<file path="config.mk">
export PLATFORM = sky130hd
export DESIGN_NAME = cyclic_keyframe_interpolator_top
export DESIGN_NICKNAME = d
export VERILOG_FILES = /design/src/design/ckf_pkg.sv /design/src/design/cyclic_keyframe_interpolator_top.sv /design/src/design/ckf_cell.sv /design/src/design/ckf_div.sv
export SDC_FILE = /design/constraint.sdc
export NUM_CORES = 2
export LEC_CHECK = 0
export BUFFER_PORTS_ARGS = -buffer_cell sky130_fd_sc_hd__clkbuf_2
export CAP_MARGIN = 20
export CORE_AREA = 2 2 366 404
export DETAILED_ROUTE_END_ITERATION = 8
export DIE_AREA = 0 0 368 406
export PLACE_DENSITY = 0.87
export SYNTH_ARGS = -nofsm -noshare
export SYNTH_HDL_FRONTEND = slang
export SYNTH_SLANG_ARGS = --single-unit
</file>
<file path="constraint.sdc">
create_clock -name clk -period 30.8 [get_ports clk]
set_input_delay 6.16 -clock clk [delete_from_list [all_inputs] [get_ports clk]]
set_output_delay 6.16 -clock clk [all_outputs]
set_load 0.01 [all_outputs]
</file>
<file path="src/design/ckf_pkg.sv">
// ---------------------------------------------------------------------------
// Cyclic keyframe interpolator package
// Operation and status codes, register indexes and the keyframe word type.
// ---------------------------------------------------------------------------
package ckf_pkg;

    localparam logic [1:0] OP_ADD   = 2'd0;
    localparam logic [1:0] OP_QUERY = 2'd1;
    localparam logic [1:0] OP_CLEAR = 2'd2;

    localparam logic [1:0] ST_OK    = 2'd0;
    localparam logic [1:0] ST_DUP   = 2'd1;
    localparam logic [1:0] ST_FULL  = 2'd2;
    localparam logic [1:0] ST_EMPTY = 2'd3;

    localparam logic [1:0] REG_OFFSET_X = 2'd0;
    localparam logic [1:0] REG_OFFSET_Y = 2'd1;

    typedef struct packed {
        logic        [15:0] tm;
        logic signed [15:0] x;
        logic signed [15:0] y;
    } key_t;

    typedef struct packed {
        logic load;
        logic pick_new;
    } cell_ctrl_t;

endpackage

</file>
<file path="src/design/cyclic_keyframe_interpolator_top.sv">
// ---------------------------------------------------------------------------
// Cyclic keyframe interpolator
// Time-sorted keyframe table in a row of cells with periodic linear lookup.
// ---------------------------------------------------------------------------
// A word is taken when start is high and busy is low; busy stays high until
// the result word is presented. Each word gives exactly one result, shown
// for one cycle with done high on status, out_x and out_y. The receiver
// cannot stall, so the result is simply presented once.
// An add or clear goes from acceptance through an execute state to output.
// An interpolating query passes the serial modulo unit, a selection and a
// multiply state, then the two serial interpolation dividers. A query that
// lands on a keyframe or past the last one skips the multiply and the
// dividers; an empty-cycle query goes straight to output. Items are handled
// one at a time. Offsets are written through write_enable, write_index and
// write_data; the user must write them only while busy is low, which the
// block does not enforce. Reset leaves only the start point (0,0), a zero
// cycle length and zero offsets; no clearing pass is needed.
// ---------------------------------------------------------------------------
module cyclic_keyframe_interpolator_top
    import ckf_pkg::*;
#(
    parameter int MAX_KEYFRAMES = 16
) (
    input  logic               clk,
    input  logic               rst_n,
    input  logic               start,
    output logic               busy,
    input  logic [1:0]         operation,
    input  logic [15:0]        time_point,
    input  logic signed [15:0] key_x,
    input  logic signed [15:0] key_y,
    input  logic               write_enable,
    input  logic [1:0]         write_index,
    input  logic [15:0]        write_data,
    output logic               done,
    output logic [1:0]         status,
    output logic signed [16:0] out_x,
    output logic signed [16:0] out_y
);

    localparam int CW = $clog2(MAX_KEYFRAMES + 1);
    localparam int IW = $clog2(MAX_KEYFRAMES);

    typedef enum logic [6:0] {
        S_IDLE = 7'b0000001,
        S_EXEC = 7'b0000010,
        S_MOD  = 7'b0000100,
        S_SEL  = 7'b0001000,
        S_MUL  = 7'b0010000,
        S_DIV  = 7'b0100000,
        S_OUT  = 7'b1000000
    } state_t;

    state_t state_reg, state_next;

    logic [1:0]         op_reg;
    key_t               item_reg;
    logic [15:0]        cmp_reg, cmp_next;
    logic [CW-1:0]      count_reg, count_next;
    logic [15:0]        cycle_reg, cycle_next;
    logic signed [15:0] sp_x_reg, sp_x_next, sp_y_reg, sp_y_next;
    logic signed [15:0] off_x_reg, off_x_next, off_y_reg, off_y_next;
    logic [1:0]         st_reg, st_next;
    logic signed [16:0] res_x_reg, res_x_next, res_y_reg, res_y_next;
    logic signed [15:0] p0x_reg, p0x_next, p0y_reg, p0y_next;
    logic signed [15:0] p1x_reg, p1x_next, p1y_reg, p1y_next;
    logic [15:0]        num_reg, num_next, den_reg, den_next;
    logic [31:0]        prx_reg, prx_next, pry_reg, pry_next;
    logic               negx_reg, negx_next, negy_reg, negy_next;
    logic               done_reg, done_next;
    logic [1:0]         ost_reg;
    logic signed [16:0] ox_reg, oy_reg;

    key_t       ent [MAX_KEYFRAMES];
    cell_ctrl_t ctrl [MAX_KEYFRAMES];
    logic [MAX_KEYFRAMES-1:0] c_lt, c_eq, lt_v, le_v;

    logic          do_insert, dup, full;
    logic [IW-1:0] k;
    logic [IW:0]   k1;
    key_t          sel0, sel1;

    logic        mod_go, mod_done, lerp_go, dx_done, dy_done;
    logic [15:0] mod_q, mod_r, dx_r, dy_r;
    logic [31:0] dx_q, dy_q;

    logic signed [16:0] rise_x, rise_y, qx, qy;
    logic [15:0]        mag_x, mag_y;

    assign ent[0]  = '{tm: 16'd0, x: sp_x_reg, y: sp_y_reg};
    assign c_lt[0] = 1'b1;
    assign c_eq[0] = 1'b0;

    genvar gi;
    generate
        for (gi = 1; gi < MAX_KEYFRAMES; gi++)
        begin : g_cell
            ckf_cell u_cell (
                .clk      (clk),
                .ctrl     (ctrl[gi]),
                .nbr      (ent[gi-1]),
                .item     (item_reg),
                .cmp_time (cmp_reg),
                .key      (ent[gi]),
                .lt       (c_lt[gi]),
                .eq       (c_eq[gi])
            );
        end
    endgenerate

    always_comb
    begin
        lt_v[0] = 1'b1;
        le_v[0] = 1'b0;
        dup     = 1'b0;
        ctrl[0] = '{load: 1'b0, pick_new: 1'b0};
        for (int i = 1; i < MAX_KEYFRAMES; i++)
        begin
            lt_v[i] = c_lt[i] && (CW'(i) < count_reg);
            le_v[i] = (c_lt[i] || c_eq[i]) && (CW'(i) < count_reg);
            dup     = dup || (c_eq[i] && (CW'(i) < count_reg));
        end
        full      = count_reg == CW'(MAX_KEYFRAMES);
        do_insert = state_reg == S_EXEC && op_reg == OP_ADD && item_reg.tm != 16'd0
                    && !dup && !full;
        for (int i = 1; i < MAX_KEYFRAMES; i++)
        begin
            ctrl[i].pick_new = lt_v[i-1];
            ctrl[i].load     = do_insert && (CW'(i) <= count_reg)
                               && (!lt_v[i-1] || !lt_v[i]);
        end
    end

    always_comb
    begin
        k    = IW'($countones(le_v));
        k1   = {1'b0, k} + 1'b1;
        sel0 = ent[0];
        sel1 = ent[0];
        for (int i = 0; i < MAX_KEYFRAMES; i++)
        begin
            if (IW'(i) == k)
            begin
                sel0 = ent[i];
            end
            if ((IW+1)'(i) == k1)
            begin
                sel1 = ent[i];
            end
        end
    end

    assign mod_go  = state_reg == S_EXEC && op_reg == OP_QUERY && cycle_reg != 16'd0;
    assign lerp_go = state_reg == S_MUL;

    ckf_div #(.NUM_W(16), .DEN_W(16)) u_mod (
        .clk       (clk),
        .rst_n     (rst_n),
        .go        (mod_go),
        .numer     (item_reg.tm),
        .denom     (cycle_reg),
        .quotient  (mod_q),
        .remainder (mod_r),
        .done      (mod_done)
    );

    ckf_div #(.NUM_W(32), .DEN_W(16)) u_div_x (
        .clk       (clk),
        .rst_n     (rst_n),
        .go        (lerp_go),
        .numer     (prx_next),
        .denom     (den_reg),
        .quotient  (dx_q),
        .remainder (dx_r),
        .done      (dx_done)
    );

    ckf_div #(.NUM_W(32), .DEN_W(16)) u_div_y (
        .clk       (clk),
        .rst_n     (rst_n),
        .go        (lerp_go),
        .numer     (pry_next),
        .denom     (den_reg),
        .quotient  (dy_q),
        .remainder (dy_r),
        .done      (dy_done)
    );

    always_comb
    begin
        rise_x = 17'(p1x_reg) - 17'(p0x_reg);
        rise_y = 17'(p1y_reg) - 17'(p0y_reg);
        mag_x  = rise_x[16] ? 16'(-rise_x) : rise_x[15:0];
        mag_y  = rise_y[16] ? 16'(-rise_y) : rise_y[15:0];
        qx     = negx_reg ? -$signed(dx_q[16:0]) : $signed(dx_q[16:0]);
        qy     = negy_reg ? -$signed(dy_q[16:0]) : $signed(dy_q[16:0]);
    end

    always_comb
    begin
        state_next = state_reg;
        cmp_next   = cmp_reg;
        count_next = count_reg;
        cycle_next = cycle_reg;
        sp_x_next  = sp_x_reg;
        sp_y_next  = sp_y_reg;
        off_x_next = off_x_reg;
        off_y_next = off_y_reg;
        st_next    = st_reg;
        res_x_next = res_x_reg;
        res_y_next = res_y_reg;
        p0x_next   = p0x_reg;
        p0y_next   = p0y_reg;
        p1x_next   = p1x_reg;
        p1y_next   = p1y_reg;
        num_next   = num_reg;
        den_next   = den_reg;
        prx_next   = prx_reg;
        pry_next   = pry_reg;
        negx_next  = negx_reg;
        negy_next  = negy_reg;
        done_next  = 1'b0;
        if (write_enable && write_index == REG_OFFSET_X)
        begin
            off_x_next = $signed(write_data);
        end
        if (write_enable && write_index == REG_OFFSET_Y)
        begin
            off_y_next = $signed(write_data);
        end
        case (state_reg)
            S_IDLE:
            begin
                if (start)
                begin
                    cmp_next   = time_point;
                    state_next = S_EXEC;
                end
            end
            S_EXEC:
            begin
                st_next    = ST_OK;
                res_x_next = '0;
                res_y_next = '0;
                state_next = S_OUT;
                case (op_reg)
                    OP_ADD:
                    begin
                        if (item_reg.tm == 16'd0)
                        begin
                            sp_x_next = item_reg.x;
                            sp_y_next = item_reg.y;
                        end
                        else if (dup)
                        begin
                            st_next = ST_DUP;
                        end
                        else if (full)
                        begin
                            st_next = ST_FULL;
                        end
                        else
                        begin
                            count_next = count_reg + 1'b1;
                            if (item_reg.tm > cycle_reg)
                            begin
                                cycle_next = item_reg.tm;
                            end
                        end
                    end
                    OP_QUERY:
                    begin
                        if (cycle_reg == 16'd0)
                        begin
                            st_next    = ST_EMPTY;
                            res_x_next = 17'(sp_x_reg);
                            res_y_next = 17'(sp_y_reg);
                        end
                        else
                        begin
                            state_next = S_MOD;
                        end
                    end
                    OP_CLEAR:
                    begin
                        count_next = CW'(1);
                        cycle_next = '0;
                        sp_x_next  = '0;
                        sp_y_next  = '0;
                        off_x_next = '0;
                        off_y_next = '0;
                    end
                    default:
                    begin
                    end
                endcase
            end
            S_MOD:
            begin
                if (mod_done)
                begin
                    cmp_next   = mod_r;
                    state_next = S_SEL;
                end
            end
            S_SEL:
            begin
                p0x_next = sel0.x;
                p0y_next = sel0.y;
                p1x_next = sel1.x;
                p1y_next = sel1.y;
                num_next = cmp_reg - sel0.tm;
                den_next = sel1.tm - sel0.tm;
                if (k1 >= (IW+1)'(count_reg) || sel0.tm == cmp_reg)
                begin
                    res_x_next = 17'(sel0.x);
                    res_y_next = 17'(sel0.y);
                    state_next = S_OUT;
                end
                else
                begin
                    state_next = S_MUL;
                end
            end
            S_MUL:
            begin
                prx_next   = mag_x * num_reg;
                pry_next   = mag_y * num_reg;
                negx_next  = rise_x[16];
                negy_next  = rise_y[16];
                state_next = S_DIV;
            end
            S_DIV:
            begin
                if (dx_done)
                begin
                    res_x_next = 17'(p0x_reg) + qx;
                    res_y_next = 17'(p0y_reg) + qy;
                    state_next = S_OUT;
                end
            end
            S_OUT:
            begin
                done_next  = 1'b1;
                state_next = S_IDLE;
            end
            default:
            begin
                state_next = S_IDLE;
            end
        endcase
    end

    always_ff @(posedge clk or negedge rst_n)
    begin
        if (!rst_n)
        begin
            state_reg <= S_IDLE;
            count_reg <= CW'(1);
            cycle_reg <= '0;
            sp_x_reg  <= '0;
            sp_y_reg  <= '0;
            off_x_reg <= '0;
            off_y_reg <= '0;
            done_reg  <= 1'b0;
        end
        else
        begin
            state_reg <= state_next;
            count_reg <= count_next;
            cycle_reg <= cycle_next;
            sp_x_reg  <= sp_x_next;
            sp_y_reg  <= sp_y_next;
            off_x_reg <= off_x_next;
            off_y_reg <= off_y_next;
            done_reg  <= done_next;
        end
    end

    always_ff @(posedge clk)
    begin
        if (state_reg == S_IDLE && start)
        begin
            op_reg   <= operation;
            item_reg <= '{tm: time_point, x: key_x, y: key_y};
        end
        cmp_reg   <= cmp_next;
        st_reg    <= st_next;
        res_x_reg <= res_x_next;
        res_y_reg <= res_y_next;
        p0x_reg   <= p0x_next;
        p0y_reg   <= p0y_next;
        p1x_reg   <= p1x_next;
        p1y_reg   <= p1y_next;
        num_reg   <= num_next;
        den_reg   <= den_next;
        prx_reg   <= prx_next;
        pry_reg   <= pry_next;
        negx_reg  <= negx_next;
        negy_reg  <= negy_next;
        if (state_reg == S_OUT)
        begin
            ost_reg <= st_reg;
            ox_reg  <= (op_reg == OP_QUERY) ? res_x_reg + 17'(off_x_reg) : res_x_reg;
            oy_reg  <= (op_reg == OP_QUERY) ? res_y_reg + 17'(off_y_reg) : res_y_reg;
        end
    end

    assign busy   = state_reg != S_IDLE;
    assign done   = done_reg;
    assign status = ost_reg;
    assign out_x  = ox_reg;
    assign out_y  = oy_reg;

endmodule

</file>
<file path="src/design/ckf_cell.sv">
// ---------------------------------------------------------------------------
// Keyframe cell
// Holds one keyframe, loads a new one or its left neighbor's on an insert.
// ---------------------------------------------------------------------------
module ckf_cell
    import ckf_pkg::*;
(
    input  logic        clk,
    input  cell_ctrl_t  ctrl,
    input  key_t        nbr,
    input  key_t        item,
    input  logic [15:0] cmp_time,
    output key_t        key,
    output logic        lt,
    output logic        eq
);

    key_t key_reg;

    always_ff @(posedge clk)
    begin
        if (ctrl.load)
        begin
            key_reg <= ctrl.pick_new ? item : nbr;
        end
    end

    assign key = key_reg;
    assign lt  = key_reg.tm < cmp_time;
    assign eq  = key_reg.tm == cmp_time;

endmodule

</file>
<file path="src/design/ckf_div.sv">
// ---------------------------------------------------------------------------
// Serial divider
// Restoring unsigned divider, one quotient bit per cycle.
// ---------------------------------------------------------------------------
module ckf_div #(
    parameter int NUM_W = 16,
    parameter int DEN_W = 16
) (
    input  logic             clk,
    input  logic             rst_n,
    input  logic             go,
    input  logic [NUM_W-1:0] numer,
    input  logic [DEN_W-1:0] denom,
    output logic [NUM_W-1:0] quotient,
    output logic [DEN_W-1:0] remainder,
    output logic             done
);

    localparam int CNT_W = $clog2(NUM_W + 1);

    logic [NUM_W-1:0] q_reg, q_next;
    logic [DEN_W-1:0] r_reg, r_next;
    logic [DEN_W-1:0] d_reg;
    logic [CNT_W-1:0] cnt_reg, cnt_next;
    logic             done_reg, done_next;
    logic [DEN_W+1:0] trial;

    always_comb
    begin
        trial     = {1'b0, r_reg, q_reg[NUM_W-1]} - {2'b00, d_reg};
        q_next    = q_reg;
        r_next    = r_reg;
        cnt_next  = cnt_reg;
        done_next = 1'b0;
        if (go)
        begin
            q_next   = numer;
            r_next   = '0;
            cnt_next = CNT_W'(NUM_W);
        end
        else if (cnt_reg != '0)
        begin
            if (!trial[DEN_W+1])
            begin
                r_next = trial[DEN_W-1:0];
                q_next = {q_reg[NUM_W-2:0], 1'b1};
            end
            else
            begin
                r_next = {r_reg[DEN_W-2:0], q_reg[NUM_W-1]};
                q_next = {q_reg[NUM_W-2:0], 1'b0};
            end
            cnt_next  = cnt_reg - 1'b1;
            done_next = cnt_reg == CNT_W'(1);
        end
    end

    always_ff @(posedge clk or negedge rst_n)
    begin
        if (!rst_n)
        begin
            cnt_reg  <= '0;
            done_reg <= 1'b0;
        end
        else
        begin
            cnt_reg  <= cnt_next;
            done_reg <= done_next;
        end
    end

    always_ff @(posedge clk)
    begin
        q_reg <= q_next;
        r_reg <= r_next;
        if (go)
        begin
            d_reg <= denom;
        end
    end

    assign quotient  = q_reg;
    assign remainder = r_reg;
    assign done      = done_reg;

endmodule
</file>
After elaboration in Yosys (flattened, before gate mapping)
Cells that the tools add are included.

word-level totals
  register bits after elaboration = 1292
  output and inout port bits = 38
  logic and storage cells = 524

cells by class
  add/sub/neg operators = 34
  magnitude comparators = 47
  multipliers = 2
  reduce and logical (&&, ||, !) cells = 166
  muxes and demuxes = 119
  equal/unequal tests = 69

operators with widths
  operator            count
  $mux 48             44
  $mux 16             21
  $eq 16x16->1        16
  $lt 16x16->1        15
  $mux 17             12
  $mux 32             6
  $pmux 16 s2         4
  $pmux 17 s3         2
  $logic_and 1x1->1   84
  $mul 16x16->32      2
  $sub 17x16->18      3
  $logic_or 1x1->1    44
  $mux 7              6
  $pmux 7 s6          1
  $eq 4x5->1 const A  8
  $le 4x5->1 const A  8
  $lt 4x5->1 const A  8
  $add 16x17->17      2
  $add 17x16->17      2
  $neg 17->17         2
  $sub 16x16->17      2
  $eq 4x4->1 const A  8
  $logic_not 16->1    2
  $neg 16->16         2
  55 further kinds    133

Logic depth before layout (Yosys ltp)
  word-level depth = 27
  depth in mapped cells = 48
  depth with buffers taken out = 43

Cells and area by module
From an unflattened synthesis, not the netlist that was laid out.

unflattened totals
  cells, all modules = 9395
  area, all modules = 97762.5 um^2

modules (own cells, without submodules)
  module                            seq. area each (um^2)  cells an instance  instances  area an instance (um^2)
  cyclic_keyframe_interpolator_top  10697.8                6109               1          50966.4
  ckf_cell                          1441.4                 157                15         2406.1
  ckf_div at u_div_x ...            1936.9                 308                2          3707.3
  ckf_div at u_mod                  1431.4                 315                1          3290.7

Least setup slack after synthesis
Ideal clock, no wire load.

  path kind = reg2reg
  from = register cmp_reg[1]
  to = register res_x_reg[0] (enable)
  data required time = 30.332 ns
  arrival time = 11.398 ns
  stages on the path, launching flop included = 40
  library setup time = 0.468 ns
  path slack = 18.934 ns
  period minus slack after synthesis = 11.866 ns
  path through = edfxtp_1 inv_1 ha_1 nor2b_1 o21a_1 o21a_1 o21a_1 o21a_1 o21ai_0 nand2b_1 a21oi_1 o221a_2 clkbuf_1 clkbuf_1 nand2b_1 fa_1 fa_1 fa_1 [... 4 more ...] inv_1 ha_1 clkbuf_1 nand2_1 nor3_1 clkbuf_1 clkbuf_1 a21oi_1 o21ai_0 o21ai_0 a211oi_1 a211oi_1 ha_1 nand4_1 nor2_1 a41o_1 nor2_1 nor3_1

between the ends
  longest elaborated chain between the ends = 27
  elaborated cells between the ends (all ways) = 110

RTL lines
  what                                                              line                                     RTL
  start: declaration                                                cyclic_keyframe_interpolator_top.sv:58   logic [15:0] cmp_reg, cmp_next;
  start signal: assignment                                          cyclic_keyframe_interpolator_top.sv:387  cmp_reg <= cmp_next;
  $lt 16x16->1 or $eq 16x16->1 (tied branches)                      ckf_cell.sv:29, ckf_cell.sv:30
  $logic_or 1x1->1                                                  cyclic_keyframe_interpolator_top.sv:120  le_v[i] = (c_lt[i] || c_eq[i]) && (CW'(i) < count_reg);
  $logic_and 1x1->1                                                 cyclic_keyframe_interpolator_top.sv:120
  $add 1x1->2 (implied by the code)                                 cyclic_keyframe_interpolator_top.sv:136  k = IW'($countones(le_v));
  $add 1x2->3 (implied by the code) or $add 2x2->3 (tied branches)  cyclic_keyframe_interpolator_top.sv:136
  $add 3x3->4 (implied by the code)                                 cyclic_keyframe_interpolator_top.sv:136
  $add 4x4->4 (implied by the code)                                 cyclic_keyframe_interpolator_top.sv:136
  $eq 1x4->1                                                        cyclic_keyframe_interpolator_top.sv:142  if (IW'(i) == k)
  $mux 48 (15 in series)                                            cyclic_keyframe_interpolator_top.sv:142
  $eq 16x16->1                                                      cyclic_keyframe_interpolator_top.sv:314  if (k1 >= (IW+1)'(count_reg) || sel0.tm == cmp_reg)
  $logic_or 1x1->1 (*)                                              cyclic_keyframe_interpolator_top.sv:314
  $ne 2x2->1 (no line) (*)                                          -
  $reduce_and 3->1 (no line) (*)                                    -
  end signal: assignment                                            cyclic_keyframe_interpolator_top.sv:389  res_x_reg <= res_x_next;
  end: declaration                                                  cyclic_keyframe_interpolator_top.sv:64   logic signed [16:0] res_x_reg, res_x_next, res_y_reg, res_y_next;

Mark *: on every way between the ends. The rest lies on a longest branch, timed or not.
A chain may end at the register's enable or synchronous reset.

Worst setup path after layout
  from = register cmp_reg[1]
  to = register num_reg[15], data pin

between the ends
  longest elaborated chain between the ends = 24
  elaborated cells between the ends (all ways) = 105

RTL lines
  what                                                              line                                     RTL
  $lt 16x16->1 or $eq 16x16->1 (tied branches)                      ckf_cell.sv:29, ckf_cell.sv:30
  $logic_or 1x1->1                                                  cyclic_keyframe_interpolator_top.sv:120
  $logic_and 1x1->1                                                 cyclic_keyframe_interpolator_top.sv:120
  $add 1x1->2 (implied by the code)                                 cyclic_keyframe_interpolator_top.sv:136
  $add 1x2->3 (implied by the code) or $add 2x2->3 (tied branches)  cyclic_keyframe_interpolator_top.sv:136
  $add 3x3->4 (implied by the code)                                 cyclic_keyframe_interpolator_top.sv:136
  $add 4x4->4 (implied by the code)                                 cyclic_keyframe_interpolator_top.sv:136
  $eq 1x4->1                                                        cyclic_keyframe_interpolator_top.sv:142
  $mux 48 (15 in series)                                            cyclic_keyframe_interpolator_top.sv:142
  $sub 16x16->16 (*)                                                cyclic_keyframe_interpolator_top.sv:312  num_next = cmp_reg - sel0.tm;
  end signal: assignment                                            cyclic_keyframe_interpolator_top.sv:395  num_reg <= num_next;
  end: declaration                                                  cyclic_keyframe_interpolator_top.sv:67   logic [15:0] num_reg, num_next, den_reg, den_next;

Marks and branches as above.

==> summary.md <==
| Metric | Value |
|---|---|
| Status | `completed` |
| Crit-path max FO | `a little under 70` |
| Row count | `between 100 and 150` |
| CTS H-tree depth | `4` |
| # hold bufs at CTS | `0` |
| Largest family of logic cells by synthesized area | `adder cells` |
| Detailed Route WL | `~320,000 um` |
| Final nets | `10.39k` |
| Max-slew violation count | `0` |
| Clk slew on worst S/H paths | `0.06 ns` |
| R2R depth | `43` |
| Fin crit share | `0.4358` |
| Hold path start | `den_reg[0]$_DFFE_PP_` |
| Fillers | `10.54k` |
| R2R Path Start | `cmp_reg[1]$_DFFE_PP_` |
| Via/cell ratio | `6.997` |
| Slowest stage delay, CP | `around 0.90 ns` |
| Commonest non-fill, non-tap cells in the layout | `1,209 x nand2_1, 1,068 x edfxtp_1, 673 x inv_1` |
| Wire per inst | `27.94 um` |
| Core area | `145,300 sq um` |
| Final-report setup violation count | `0` |
| Post-layout min period | `13.42 ns` |
| Clk_skew | `0.03575 ns` |
| YS warnings | `0` |
| Overall routing resource usage | `0.4171` |
| CP max stage cell | `ha_1` |
| Largest net degree at the start of global routing | `75` |
| Worst-Skew Late Latency | `0.83 ns` |
| Share of cells above drive strength 1 | `0.1345` |
| RSZ-0062 raised after global routing | `no` |
| Startpoint Class | `flop` |
| Io pins | `110` |
| Syn nets | `around 11k` |
| Final Core Density | `0.6976` |
| Worst reg2reg setup slack | `17.38 ns` |
| Die Ht | `between 400 and 500 um` |
| Tightest Pin Transition | `1.284 ns` |
| CTS resizes | `0` |
| Antenna violations before repair | `8` |
| Most used DFF post-synth | `edfxtp_1` |
| Most used cell, CP | `o21ai_0` |
| Pre-Repair DR Iteration Count | `9` |
| Slew headroom | `0.1359` |
| Cells after Synth | `9,370` |
| Setup Crit Path Kind | `reg -> reg` |
| Largest area contributor in the netlist | `edfxtp_1` |
| Total power | `11.29 mW` |
| MaxCap Viol Count | `0` |
| Worst IR Drop VDD | `0.1589 mV` |
| Clk root buf | `clkbuf_16` |
| Antenna viol nets, final | `0` |
| Area share of and/or/nand/nor cells after synthesis | `0.1328` |
| Port bufs | `109` |
| Netlist cell types | `98` |
| GPL Wtd Cong | `approximately 1.1` |
| Cells on Worst Hold Path | `0` |
| Peak Freq | `0.07450 GHz` |
| Leakage | `41.35 nW` |
| Top-area cell type share of the netlist area | `0.3419` |
| Pwr/cell area | `111.4 nW/um^2` |
| Top post-synthesis cells by area | `edfxtp_1 34%, ha_1 8.9%, fa_1 8.7%` |
| CP Capture Type | `flop` |
| CTS tree | `built` |
| CTS max path bufs | `3` |
| Via Count | `79.08k` |
| Hold Path End | `u_div_x.d_reg[0]$_DFFE_PP_` |
| Mux contribution to synthesized area | `0.08215` |
| Drt drc | `0` |
| Width of the die | `~370 um` |
| Num CTS Buffers | `138` |
| Global-route wire length before repair | `474,200 um` |
| Initial Util | `0.6455` |
| Grt total ovfl | `0` |
| Number of DRC markers in iteration 0 | `11.61k` |
| HP Class | `reg -> reg` |
| Post-synth EDFFs | `1,068` |
| CP startpoint | `cmp_reg[1]$_DFFE_PP_` |
| Die area | `149,400 sq um` |
| Max reg flops | `between 700 and 800` |
| Worst Path Arrival | `between 10 and 15 ns` |
| Final HPWL DP | `roughly 230,000 um` |
| Synthesis-to-layout area growth | `8.067%` |
| Final TNS setup | `0 ns` |
| Setup bufs post-CTS | `0` |
| Seq/Total Area, Yosys | `0.3821` |
| Seq cells post-synth | `1,228` |
| Compound-Gate Fraction of Synth Area | `0.1532` |
| Post-Synth Adder-Cell Area | `0.1761` |
| Mapped cell area | `93,790 sq um` |
| Post-Synth XOR/XNOR Area | `0.02294` |
| Most common cell after layout, fill and taps aside | `nand2_1` |
| Clock Sinks | `1,228` |
| Vias in the first global route | `roughly 77k` |
| Ys async rst share | `0.09121` |
| Critical path required time | `31.35 ns` |
| Hold Vio Cnt, Final | `0` |
| Critical R2R Capture | `num_reg[15]$_DFFE_PP_` |
| Avg Inst Size Synth | `10.01 sq um` |
| Final hold slack | `0.4216 ns` |
[cell usage after synthesis, drive strengths merged, types with 20 or more instances]
cell type and count:
nor4 33, or4 24, a22oi 83, xor2 75
nand4 64, or3 40, clkbuf 496, and3 80
a21oi 477, o21ai 547, nor2b 100, or2 20
dfxtp 48, buf 70, nand2b 75, a221oi 90
o22ai 84, o31ai 39, a221o 59, a21o 128
o21bai 24, nand2 1212, fa 409, nor3 191
inv 678, mux2i 88, a31oi 74, xnor2 169
and2 181, a22o 36, dfrtp 110, mux2 606
a311oi 29, nor2 435, nand3 206, edfxtp 1068
o21a 69, a211oi 139, o221ai 78, ha 666
o211ai 58
[worst max path at each step]
stage / cells after the start / endpoint / slack [ns]
finish: 43 / num_reg[15]$_DFFE_PP_ / 17.38
global route: 45 / den_reg[14]$_DFFE_PP_ / 17.08
CTS: 43 / num_reg[15]$_DFFE_PP_ / 17.81
detailed placement: 43 / num_reg[15]$_DFFE_PP_ / 17.92
global placement: 45 / den_reg[14]$_DFFE_PP_ / 17.95
floorplan: 39 / res_x_reg[0]$_DFFE_PP_ / 18.93
[metrics by stage]
stage,worst slack [ns],cells,instance area (sq um)
2_1_floorplan,18.93,9370,93790
3_5_place_dp,17.92,11040,96600
6_report,17.38,11300,101400
4_1_cts,17.81,11300,101300
5_1_grt,17.08,11300,101400
3_3_place_gp,17.95,11040,96590
[layer usage]
metal | up-vias | GRT usage | routed length [um]
li1 | 33740 | - | -
met2 | 5893 | 0.6579 | 141200
met5 | - | 0 | 118
met1 | 38030 | 0.5297 | 113700
met3 | 1388 | 0.1126 | 40680
met4 | 16 | 0.2122 | 20010
[critical path: cells and delay by family, from the launching register on]
kind | cells | cell delay (ns)
buffers and inverters | 6 | 1.95
AND/OR/NAND/NOR | 5 | 0.92
adder cells (fa/ha/maj) | 9 | 4.60
XOR/XNOR | 1 | 0.08
AO/OA/AOI/OAI | 22 | 5.08
flip-flops | 1 | 0.43
[power breakdown]
| part | internal, mW | switching [mW] |
|---|---|---|
| Sequential | 2.23 | 0.322 |
| Clock | 1.01 | 0.736 |
| Combinational | 2.59 | 4.40 |
[logic make-up (layout without fill, tap and decap cells)]
kind of cell	Yosys count	after routing
mux	694	694
xor+xnor	244	244
flops	1228	1228
compound gates	2178	2178
other cells	0	3
fa+ha+maj	1075	1075
buf+inv	1247	1238
simple gates	2704	2704
[area by class of cell]
type                    instances  area [sq um]  area share
well taps                    1937          2424     0.02391
inverters                     681          2561     0.02527
flip-flops and latches       1228         35840      0.3536
multi-input cells            6895         53800      0.5307
clock inverters                80         970.9    0.009579
clock buffers                 175          3729     0.03679
repair buffers                302          2036     0.02008
diodes                          3         7.507  0.00007406
Note: power is estimated with default switching activity, not from simulation.
